`src/rtl/cpss_pkg.sv`:
```
`timescale 1ns / 1ps
// ----------------------------------------------------------------------------
// cpss_pkg
// Shared types, codes and tables of the charlieplexed seven-segment scanner.
// ----------------------------------------------------------------------------
package cpss_pkg;

    localparam int unsigned SEG_COUNT = 23;
    localparam logic [4:0] SEG_NONE = 5'd23;
    localparam logic [4:0] SEG_LAST = 5'd22;
    localparam logic [3:0] BLANK_DIGIT = 4'd10;
    localparam logic [15:0] HOLD_RESET = 16'd800;
    localparam logic [6:0] TEMP_CLAMP = 7'd99;
    localparam logic signed [15:0] TEMP_LIMIT = 16'sd990;

    localparam logic [1:0] FUNC_SET_DIGITS = 2'd0;
    localparam logic [1:0] FUNC_SET_TEMP = 2'd1;
    localparam logic [1:0] FUNC_TICK = 2'd2;

    typedef struct packed {
        logic [3:0] mid;
        logic [3:0] lo;
    } temp_digits_t;

    typedef struct packed {
        logic [5:0] pin_enable;
        logic [5:0] pin_level;
        logic [4:0] segment_now;
        logic       frame_end;
    } drive_t;

    function automatic logic [6:0] glyph(input logic [3:0] v);
        logic [6:0] g;
        case (v)
            4'd0:    g = 7'h3F;
            4'd1:    g = 7'h06;
            4'd2:    g = 7'h5B;
            4'd3:    g = 7'h4F;
            4'd4:    g = 7'h66;
            4'd5:    g = 7'h6D;
            4'd6:    g = 7'h7D;
            4'd7:    g = 7'h07;
            4'd8:    g = 7'h7F;
            4'd9:    g = 7'h6F;
            default: g = 7'h00;
        endcase
        return g;
    endfunction

    // anode in [5:3], cathode in [2:0]
    function automatic logic [5:0] pin_pair(input logic [4:0] seg);
        logic [5:0] p;
        case (seg)
            5'd0:    p = {3'd1, 3'd0};
            5'd1:    p = {3'd2, 3'd0};
            5'd2:    p = {3'd3, 3'd0};
            5'd3:    p = {3'd4, 3'd1};
            5'd4:    p = {3'd3, 3'd1};
            5'd5:    p = {3'd2, 3'd1};
            5'd6:    p = {3'd0, 3'd1};
            5'd7:    p = {3'd4, 3'd0};
            5'd8:    p = {3'd0, 3'd2};
            5'd9:    p = {3'd1, 3'd2};
            5'd10:   p = {3'd3, 3'd2};
            5'd11:   p = {3'd4, 3'd3};
            5'd12:   p = {3'd2, 3'd3};
            5'd13:   p = {3'd1, 3'd3};
            5'd14:   p = {3'd0, 3'd3};
            5'd15:   p = {3'd4, 3'd2};
            5'd16:   p = {3'd0, 3'd4};
            5'd17:   p = {3'd1, 3'd4};
            5'd18:   p = {3'd2, 3'd4};
            5'd19:   p = {3'd3, 3'd5};
            5'd20:   p = {3'd2, 3'd5};
            5'd21:   p = {3'd1, 3'd5};
            5'd22:   p = {3'd0, 3'd5};
            default: p = 6'd0;
        endcase
        return p;
    endfunction

    function automatic drive_t seg_drive(input logic [4:0] seg, input logic fend);
        drive_t     d;
        logic [5:0] p;
        p = pin_pair(seg);
        d.frame_end = fend;
        if (seg <= SEG_LAST) begin
            d.pin_level   = 6'b1 << p[5:3];
            d.pin_enable  = (6'b1 << p[5:3]) | (6'b1 << p[2:0]);
            d.segment_now = seg;
        end else begin
            d.pin_level   = 6'd0;
            d.pin_enable  = 6'd0;
            d.segment_now = SEG_NONE;
        end
        return d;
    endfunction

endpackage

```
`src/rtl/charlieplex_seven_segment_scanner.sv`:
```
`timescale 1ns / 1ps
// ----------------------------------------------------------------------------
// charlieplex_seven_segment_scanner
// Six-pin charlieplexed driver for three digits and two dots, 23 segments.
// ----------------------------------------------------------------------------
// Takes one beat per clock while in_ready is high and returns one result beat
// per input beat; an accepted beat passes through the input register and is
// then registered in the result register once the output side is free.
// Each beat is processed combinationally between the input register and the
// result register; the next lit segment comes from a priority encoder over
// the 23-segment mask. While a finished result waits, one more beat is
// taken into the empty input register and then the input stalls until the
// result is taken. hold_ticks is written through cfg_wr_en / cfg_wr_data
// only while no beat is in flight by the user; the block does not enforce it.
// ----------------------------------------------------------------------------
module charlieplex_seven_segment_scanner (
    input  logic               clk,
    input  logic               rst_n,
    input  logic               cfg_wr_en,
    input  logic [15:0]        cfg_wr_data,
    input  logic               in_valid,
    output logic               in_ready,
    input  logic [1:0]         func,
    input  logic [3:0]         digit_hi,
    input  logic [3:0]         digit_mid,
    input  logic [3:0]         digit_lo,
    input  logic               point_one,
    input  logic               point_two,
    input  logic signed [15:0] temp_tenths,
    output logic               out_valid,
    input  logic               out_ready,
    output logic [5:0]         pin_enable,
    output logic [5:0]         pin_level,
    output logic [4:0]         segment_now,
    output logic               frame_end
);

    logic               hold_ticks_reg;
    logic [15:0]        hold_value_reg;
    logic               in_valid_reg;
    logic [1:0]         func_reg;
    logic [3:0]         digit_hi_reg;
    logic [3:0]         digit_mid_reg;
    logic [3:0]         digit_lo_reg;
    logic               point_one_reg;
    logic               point_two_reg;
    logic signed [15:0] temp_tenths_reg;
    logic               out_valid_reg, out_valid_next;
    cpss_pkg::drive_t   drive_reg;

    logic                   work;
    cpss_pkg::temp_digits_t temp_digits;
    cpss_pkg::drive_t       drive;

    assign work     = in_valid_reg && (!out_valid_reg || out_ready);
    assign in_ready = !in_valid_reg || work;

    always_ff @(posedge clk or negedge rst_n)
    begin
        if (!rst_n) begin
            hold_ticks_reg <= 1'b0;
            hold_value_reg <= cpss_pkg::HOLD_RESET;
        end else if (cfg_wr_en) begin
            hold_ticks_reg <= 1'b1;
            hold_value_reg <= cfg_wr_data;
        end
    end

    // hold the input beat
    always_ff @(posedge clk or negedge rst_n)
    begin
        if (!rst_n) begin
            in_valid_reg <= 1'b0;
        end else if (in_ready) begin
            in_valid_reg <= in_valid;
        end
    end

    always_ff @(posedge clk)
    begin
        if (in_valid && in_ready) begin
            func_reg        <= func;
            digit_hi_reg    <= digit_hi;
            digit_mid_reg   <= digit_mid;
            digit_lo_reg    <= digit_lo;
            point_one_reg   <= point_one;
            point_two_reg   <= point_two;
            temp_tenths_reg <= temp_tenths;
        end
    end

    cpss_temp u_temp (
        .temp_tenths (temp_tenths_reg),
        .digits      (temp_digits)
    );

    cpss_scan u_scan (
        .clk         (clk),
        .rst_n       (rst_n),
        .step        (work),
        .func        (func_reg),
        .digit_hi    (digit_hi_reg),
        .digit_mid   (digit_mid_reg),
        .digit_lo    (digit_lo_reg),
        .point_one   (point_one_reg),
        .point_two   (point_two_reg),
        .temp_digits (temp_digits),
        .hold_ticks  (hold_value_reg),
        .drive       (drive)
    );

    assign out_valid_next = work || (out_valid_reg && !out_ready);

    always_ff @(posedge clk or negedge rst_n)
    begin
        if (!rst_n) begin
            out_valid_reg <= 1'b0;
        end else begin
            out_valid_reg <= out_valid_next;
        end
    end

    always_ff @(posedge clk)
    begin
        if (work) begin
            drive_reg <= drive;
        end
    end

    assign out_valid   = out_valid_reg;
    assign pin_enable  = drive_reg.pin_enable;
    assign pin_level   = drive_reg.pin_level;
    assign segment_now = drive_reg.segment_now;
    assign frame_end   = drive_reg.frame_end;

    a_frame_end_idle: assert property (@(posedge clk) disable iff (!rst_n)
        (out_valid_reg && drive_reg.frame_end) |->
            ((drive_reg.pin_enable == 6'd0) && (drive_reg.segment_now == cpss_pkg::SEG_NONE)))
        else $error("frame end beat with pins driven");

    a_two_pins: assert property (@(posedge clk) disable iff (!rst_n)
        out_valid_reg |-> (($countones(drive_reg.pin_enable) == 2)
            || (drive_reg.segment_now == cpss_pkg::SEG_NONE)))
        else $error("driven segment without exactly two pins");

    a_level_in_enable: assert property (@(posedge clk) disable iff (!rst_n)
        (out_valid_reg && hold_ticks_reg) |->
            ((drive_reg.pin_level & ~drive_reg.pin_enable) == 6'd0))
        else $error("level high on an undriven pin");

endmodule

```
`src/rtl/cpss_temp.sv`:
```
`timescale 1ns / 1ps
// ----------------------------------------------------------------------------
// cpss_temp
// Converts tenths of a degree into tens and units digits with leading blank.
// ----------------------------------------------------------------------------
module cpss_temp (
    input  logic signed [15:0]    temp_tenths,
    output cpss_pkg::temp_digits_t digits
);

    logic        in_range;
    logic [16:0] sum;
    logic [16:0] sum_abs;
    logic [9:0]  mag;
    logic [17:0] prod;
    logic [6:0]  quot;
    logic [6:0]  whole;
    logic [3:0]  tens;
    logic [6:0]  tens_x10;
    logic [6:0]  units;

    assign in_range = (temp_tenths >= -cpss_pkg::TEMP_LIMIT)
                   && (temp_tenths <= cpss_pkg::TEMP_LIMIT);

    assign sum     = {temp_tenths[15], temp_tenths} + 17'd5;
    assign sum_abs = sum[16] ? (~sum + 17'd1) : sum;
    assign mag     = sum_abs[9:0];

    // divide by ten, exact for values below 1029
    assign prod  = {8'd0, mag} * 18'd205;
    assign quot  = prod[17:11];
    assign whole = (quot > cpss_pkg::TEMP_CLAMP) ? cpss_pkg::TEMP_CLAMP : quot;

    always_comb
    begin
        tens = 4'd0;
        for (int k = 1; k <= 9; k++) begin
            if (whole >= 7'(10 * k)) begin
                tens = 4'(k);
            end
        end
    end

    assign tens_x10 = {tens, 3'b000} + {2'b00, tens, 1'b0};
    assign units    = whole - tens_x10;

    always_comb
    begin
        if (!in_range) begin
            digits.mid = cpss_pkg::BLANK_DIGIT;
            digits.lo  = cpss_pkg::BLANK_DIGIT;
        end else begin
            digits.mid = (tens == 4'd0) ? cpss_pkg::BLANK_DIGIT : tens;
            digits.lo  = units[3:0];
        end
    end

endmodule

```
`src/rtl/cpss_scan.sv`:
```
`timescale 1ns / 1ps
// ----------------------------------------------------------------------------
// cpss_scan
// Display state and scan sequencer; one item processed per cycle while step is high.
// ----------------------------------------------------------------------------
module cpss_scan (
    input  logic                   clk,
    input  logic                   rst_n,
    input  logic                   step,
    input  logic [1:0]             func,
    input  logic [3:0]             digit_hi,
    input  logic [3:0]             digit_mid,
    input  logic [3:0]             digit_lo,
    input  logic                   point_one,
    input  logic                   point_two,
    input  cpss_pkg::temp_digits_t temp_digits,
    input  logic [15:0]            hold_ticks,
    output cpss_pkg::drive_t       drive
);

    logic [3:0]  digit_hi_reg, digit_hi_next;
    logic [3:0]  digit_mid_reg, digit_mid_next;
    logic [3:0]  digit_lo_reg, digit_lo_next;
    logic        dot_one_reg, dot_one_next;
    logic        dot_two_reg, dot_two_next;
    logic [4:0]  scan_index_reg, scan_index_next;
    logic [15:0] hold_left_reg, hold_left_next;

    logic [22:0] lit_mask;
    logic [22:0] cand;
    logic [4:0]  start;
    logic [4:0]  found_seg;
    logic        found;
    logic [15:0] hold_len;

    assign lit_mask = {cpss_pkg::glyph(digit_lo_reg), dot_two_reg,
                       cpss_pkg::glyph(digit_mid_reg), dot_one_reg,
                       cpss_pkg::glyph(digit_hi_reg)};

    assign start = (scan_index_reg > cpss_pkg::SEG_LAST) ? 5'd0 : scan_index_reg + 5'd1;

    always_comb
    begin
        for (int i = 0; i < cpss_pkg::SEG_COUNT; i++) begin
            cand[i] = lit_mask[i] && (5'(i) >= start);
        end
    end

    always_comb
    begin
        found_seg = cpss_pkg::SEG_NONE;
        for (int i = cpss_pkg::SEG_COUNT - 1; i >= 0; i--) begin
            if (cand[i]) begin
                found_seg = 5'(i);
            end
        end
    end

    assign found    = |cand;
    assign hold_len = (hold_ticks == 16'd0) ? 16'd1 : hold_ticks;

    always_comb
    begin
        digit_hi_next   = digit_hi_reg;
        digit_mid_next  = digit_mid_reg;
        digit_lo_next   = digit_lo_reg;
        dot_one_next    = dot_one_reg;
        dot_two_next    = dot_two_reg;
        scan_index_next = scan_index_reg;
        hold_left_next  = hold_left_reg;
        drive           = cpss_pkg::seg_drive(scan_index_reg, 1'b0);
        case (func)
            cpss_pkg::FUNC_TICK:
            begin
                if ((scan_index_reg <= cpss_pkg::SEG_LAST) && (hold_left_reg != 16'd0)) begin
                    hold_left_next = hold_left_reg - 16'd1;
                end else if (found) begin
                    scan_index_next = found_seg;
                    hold_left_next  = hold_len - 16'd1;
                    drive           = cpss_pkg::seg_drive(found_seg, 1'b0);
                end else begin
                    scan_index_next = cpss_pkg::SEG_NONE;
                    hold_left_next  = 16'd0;
                    drive           = cpss_pkg::seg_drive(cpss_pkg::SEG_NONE, 1'b1);
                end
            end
            cpss_pkg::FUNC_SET_DIGITS:
            begin
                if (digit_hi <= cpss_pkg::BLANK_DIGIT) begin
                    digit_hi_next = digit_hi;
                end
                if (digit_mid <= cpss_pkg::BLANK_DIGIT) begin
                    digit_mid_next = digit_mid;
                end
                if (digit_lo <= cpss_pkg::BLANK_DIGIT) begin
                    digit_lo_next = digit_lo;
                end
                dot_one_next = point_one;
                dot_two_next = point_two;
            end
            cpss_pkg::FUNC_SET_TEMP:
            begin
                digit_hi_next  = cpss_pkg::BLANK_DIGIT;
                digit_mid_next = temp_digits.mid;
                digit_lo_next  = temp_digits.lo;
                dot_one_next   = 1'b1;
                dot_two_next   = 1'b0;
            end
            default:
            begin
                scan_index_next = scan_index_reg;
            end
        endcase
    end

    always_ff @(posedge clk or negedge rst_n)
    begin
        if (!rst_n) begin
            digit_hi_reg   <= cpss_pkg::BLANK_DIGIT;
            digit_mid_reg  <= cpss_pkg::BLANK_DIGIT;
            digit_lo_reg   <= cpss_pkg::BLANK_DIGIT;
            dot_one_reg    <= 1'b0;
            dot_two_reg    <= 1'b0;
            scan_index_reg <= cpss_pkg::SEG_NONE;
            hold_left_reg  <= 16'd0;
        end else if (step) begin
            digit_hi_reg   <= digit_hi_next;
            digit_mid_reg  <= digit_mid_next;
            digit_lo_reg   <= digit_lo_next;
            dot_one_reg    <= dot_one_next;
            dot_two_reg    <= dot_two_next;
            scan_index_reg <= scan_index_next;
            hold_left_reg  <= hold_left_next;
        end
    end

    a_hold_needs_segment: assert property (@(posedge clk) disable iff (!rst_n)
        (hold_left_reg != 16'd0) |-> (scan_index_reg <= cpss_pkg::SEG_LAST))
        else $error("hold count running with no segment selected");

    a_scan_in_range: assert property (@(posedge clk) disable iff (!rst_n)
        scan_index_reg <= cpss_pkg::SEG_NONE)
        else $error("scan index out of range");

endmodule
```
`config.mk`:
```
export PLATFORM = sky130hd
export DESIGN_NAME = charlieplex_seven_segment_scanner
export DESIGN_NICKNAME = d
export VERILOG_FILES = /design/src/rtl/cpss_pkg.sv /design/src/rtl/charlieplex_seven_segment_scanner.sv /design/src/rtl/cpss_temp.sv /design/src/rtl/cpss_scan.sv
export SDC_FILE = /design/constraint.sdc
export NUM_CORES = 1
export LEC_CHECK = 0
export ABC_AREA = 1
export CAP_MARGIN = 5
export CORE_MARGIN = 4
export CORE_UTILIZATION = 30
export DETAILED_ROUTE_END_ITERATION = 16
export DONT_BUFFER_PORTS = 1
export GPL_ROUTABILITY_DRIVEN = 1
export HOLD_SLACK_MARGIN = 0.15
export PLACE_DENSITY = 0.51
export SYNTH_ARGS = -nofsm -noshare
export SYNTH_HDL_FRONTEND = slang
export SYNTH_SLANG_ARGS = --single-unit
```
`constraint.sdc`:
```
create_clock -name clk -period 10.8 [get_ports clk]
set_clock_uncertainty 0.2 [all_clocks]
set_input_delay 2.16 -clock clk [delete_from_list [all_inputs] [get_ports clk]]
set_output_delay 2.16 -clock clk [all_outputs]
set_load 0.05 [all_outputs]
```
==> metrics <==
Hold Path End=u_scan.digit_lo_reg[3]; f_max=130.7 MHz; first-pass GRT wire length=34360 µm; Post-Syn Area per Cell=7.832 µm²; final hold viol count=0; Hold Path Stages=2; clock latency at the later pin of the worst-skew pair=0.37 ns; post-route minimum period=7.653 ns; most common cell after layout, fill and taps aside=nand2_1; Rel. slew slack=45.84%; CP startpoint kind=register; Data required, critical path=10.89 ns; CORE AREA=28700 µm²; Crit-path slowest cell=fa_1; clock buffer depth=2; postcts setup bufs=0; # nets final=1267; max-slew violations=0; Initial Utilization=30.40%; sequential area share after synthesis=32.60%; number of max-cap violations=0; met1 GRT Util=17.80%; GR Overflow Total=0; GRT met3 Usage=3.137%; DR vias/cell=4.741; Clk pin slew, worst setup/hold paths=0.07 ns; number of synthesized flops with an enable pin=50; total track usage=13.24%; Tcrit/Tclk final=70.86%; Worst path top cell family by delay=adder cells; fraction of registers with async set/reset=51.46%; Worst Hold Class=reg -> reg; crit path kind=reg -> reg; full die area=31870 µm²; net count after synthesis=1265; Die X=178.5 µm; synthesized cell area=8725 µm²; worst hold start=u_scan.digit_lo_reg[3]; Die Y=178.5 µm; CP peak stage delay=0.54 ns; register bit total from synthesis=103; critical path peak fanout=7; Min Hold Slack=0.2932 ns; initial antenna violation count=6; # clock sinks=103; antenna cells=0; Critical Path AT=7.74 ns; gpl congestion=0.8236; Root Buffer=clkbuf_16; setup TNS=0 ns; post-synth cell types=58; Final Cell Area=9488 µm²; port bufs=0; post-CTS resize count=0; Routed WL=20720 µm; vias in the first global route=6887; row cnt=62; Critical Path Sink Type=register; Final ANT Viol Nets=0; Critical Path Most Common Cell=inv_1; status=completed; most frequent cells in the layout=nand2_1 (224), inv_1 (171), nor2_1 (104); Filler Cell Count=3110; CTS tree=done; area grow syn2layout=8.748%; Yosys warnings=0; Top FF cell, synth=edfxtp_1; Multi-input gate area=5117 µm²; WP buf/inv=9; drt first-iter violations=432; share of post-route cells with drive strength above 1=10.17%; busiest metal layer after global routing=met2; hpwl dp=16880 µm; Setup-failing EPs final=0; Reg2Reg Setup Slack=3.15 ns; Num CTS Buffers=9; R2R depth=40; largest net degree at the start of global routing=54; Reg area=2844 µm²; DR WL/cell=13.76 µm; hold buffer count at cts=0; Placed Instance Area=9176 µm²; worst reg2reg startpoint=temp_tenths_reg[0]; IO Pins=73; Synth Instances=1114; Worst R2R End=u_scan.digit_lo_reg[3]; RSZ-0062 raised after global routing=no; CTS HTree Levels=3; DR vias=7135; Least-Margin Pin Slew=0.8114 ns; Remaining DRCs=0; DRT Pass-1 Iters=5; met2 GRT Util=21.34%
-- cells in the mapped netlist, types with 11 or more instances --
| library cell | count | area [µm²] |
|---|---|---|
| dfrtp_1 | 40 | 1001 |
| nor4_1 | 11 | 68.82 |
| nor2_1 | 104 | 390.4 |
| nand2_2 | 25 | 156.4 |
| ha_1 | 81 | 1013 |
| nand3_1 | 49 | 245.2 |
| xnor2_1 | 11 | 96.34 |
| fa_1 | 17 | 340.3 |
| xor2_1 | 30 | 262.8 |
| a31oi_1 | 13 | 81.33 |
| dfstp_2 | 13 | 341.6 |
| inv_1 | 171 | 641.9 |
| a22oi_1 | 13 | 97.59 |
| nor3_1 | 22 | 110.1 |
| edfxtp_1 | 50 | 1501 |
| inv_2 | 19 | 71.32 |
| nand2_1 | 224 | 840.8 |
| nand4_1 | 16 | 100.1 |
| a21oi_1 | 37 | 185.2 |
| o21ai_0 | 74 | 370.4 |
-- routing by layer --
layer	vias to the layer above	wire length, µm	part of all wire (%)
met2	127	9720	47
met4	10	286	1.4
met1	3307	9813	47
met3	27	821	4.0
li1	3664	-	-
met5	-	74	0.36
-- tightest hold or removal path: cells and delay by family (launching register included) --
| family | cells | cell delay (ns) |
|---|---|---|
| simple gates | 2 | 0.11 |
| flops | 1 | 0.39 |
-- area by class of cell --
cell class                 count  share of cell area [%]
clock inverter                 7                  0.9099
sequential                   103                   29.97
tap                          384                   5.064
timing repair buffer           2                  0.1582
inverter                     191                   7.583
multi-input combinational    809                   53.94
clock buffer                   9                   2.374
-- through the flow --
| stage | setup slack [ns] | instances | utilization [%] |
|---|---|---|---|
| floorplan | 3.983 | 1114 | - |
| global placement | 3.357 | 1489 | 31.97 |
| detailed placement | 3.197 | 1489 | 31.97 |
| CTS | 3.174 | 1505 | 33.06 |
| global route | 2.458 | 1505 | 33.06 |
| finish | 3.147 | 1505 | 33.06 |
-- logic make-up (layout without fill, tap and decap cells) --
kind of cell               count (synthesis)  count (layout)  synth area share (%)
AOI/OAI and AO/OA                        183             183                 13.02
xor gates and xnor gates                  43              43                 4.489
adders and majority gates                 98              98                 15.52
buffers and inverters                    202             209                 8.748
DFF                                      103             103                 32.60
muxes                                      3               3                0.3872
and+or+nand+nor                          482             482                 25.24
-- how the worst max path moves through the flow --
stage	end	from	cells after the start
2_1_floorplan	u_scan.digit_lo_reg[3]	temp_tenths_reg[0]	40
3_3_place_gp	u_scan.digit_lo_reg[3]	temp_tenths_reg[0]	40
3_5_place_dp	u_scan.digit_lo_reg[3]	temp_tenths_reg[0]	40
4_1_cts	u_scan.digit_lo_reg[3]	temp_tenths_reg[0]	40
5_1_grt	u_scan.digit_lo_reg[3]	temp_tenths_reg[0]	43
6_report	u_scan.digit_lo_reg[3]	temp_tenths_reg[0]	40
Power is left out: the tool's default activity adds up to more than one toggle a clock period on the data nets, which glitch-free logic cannot reach.
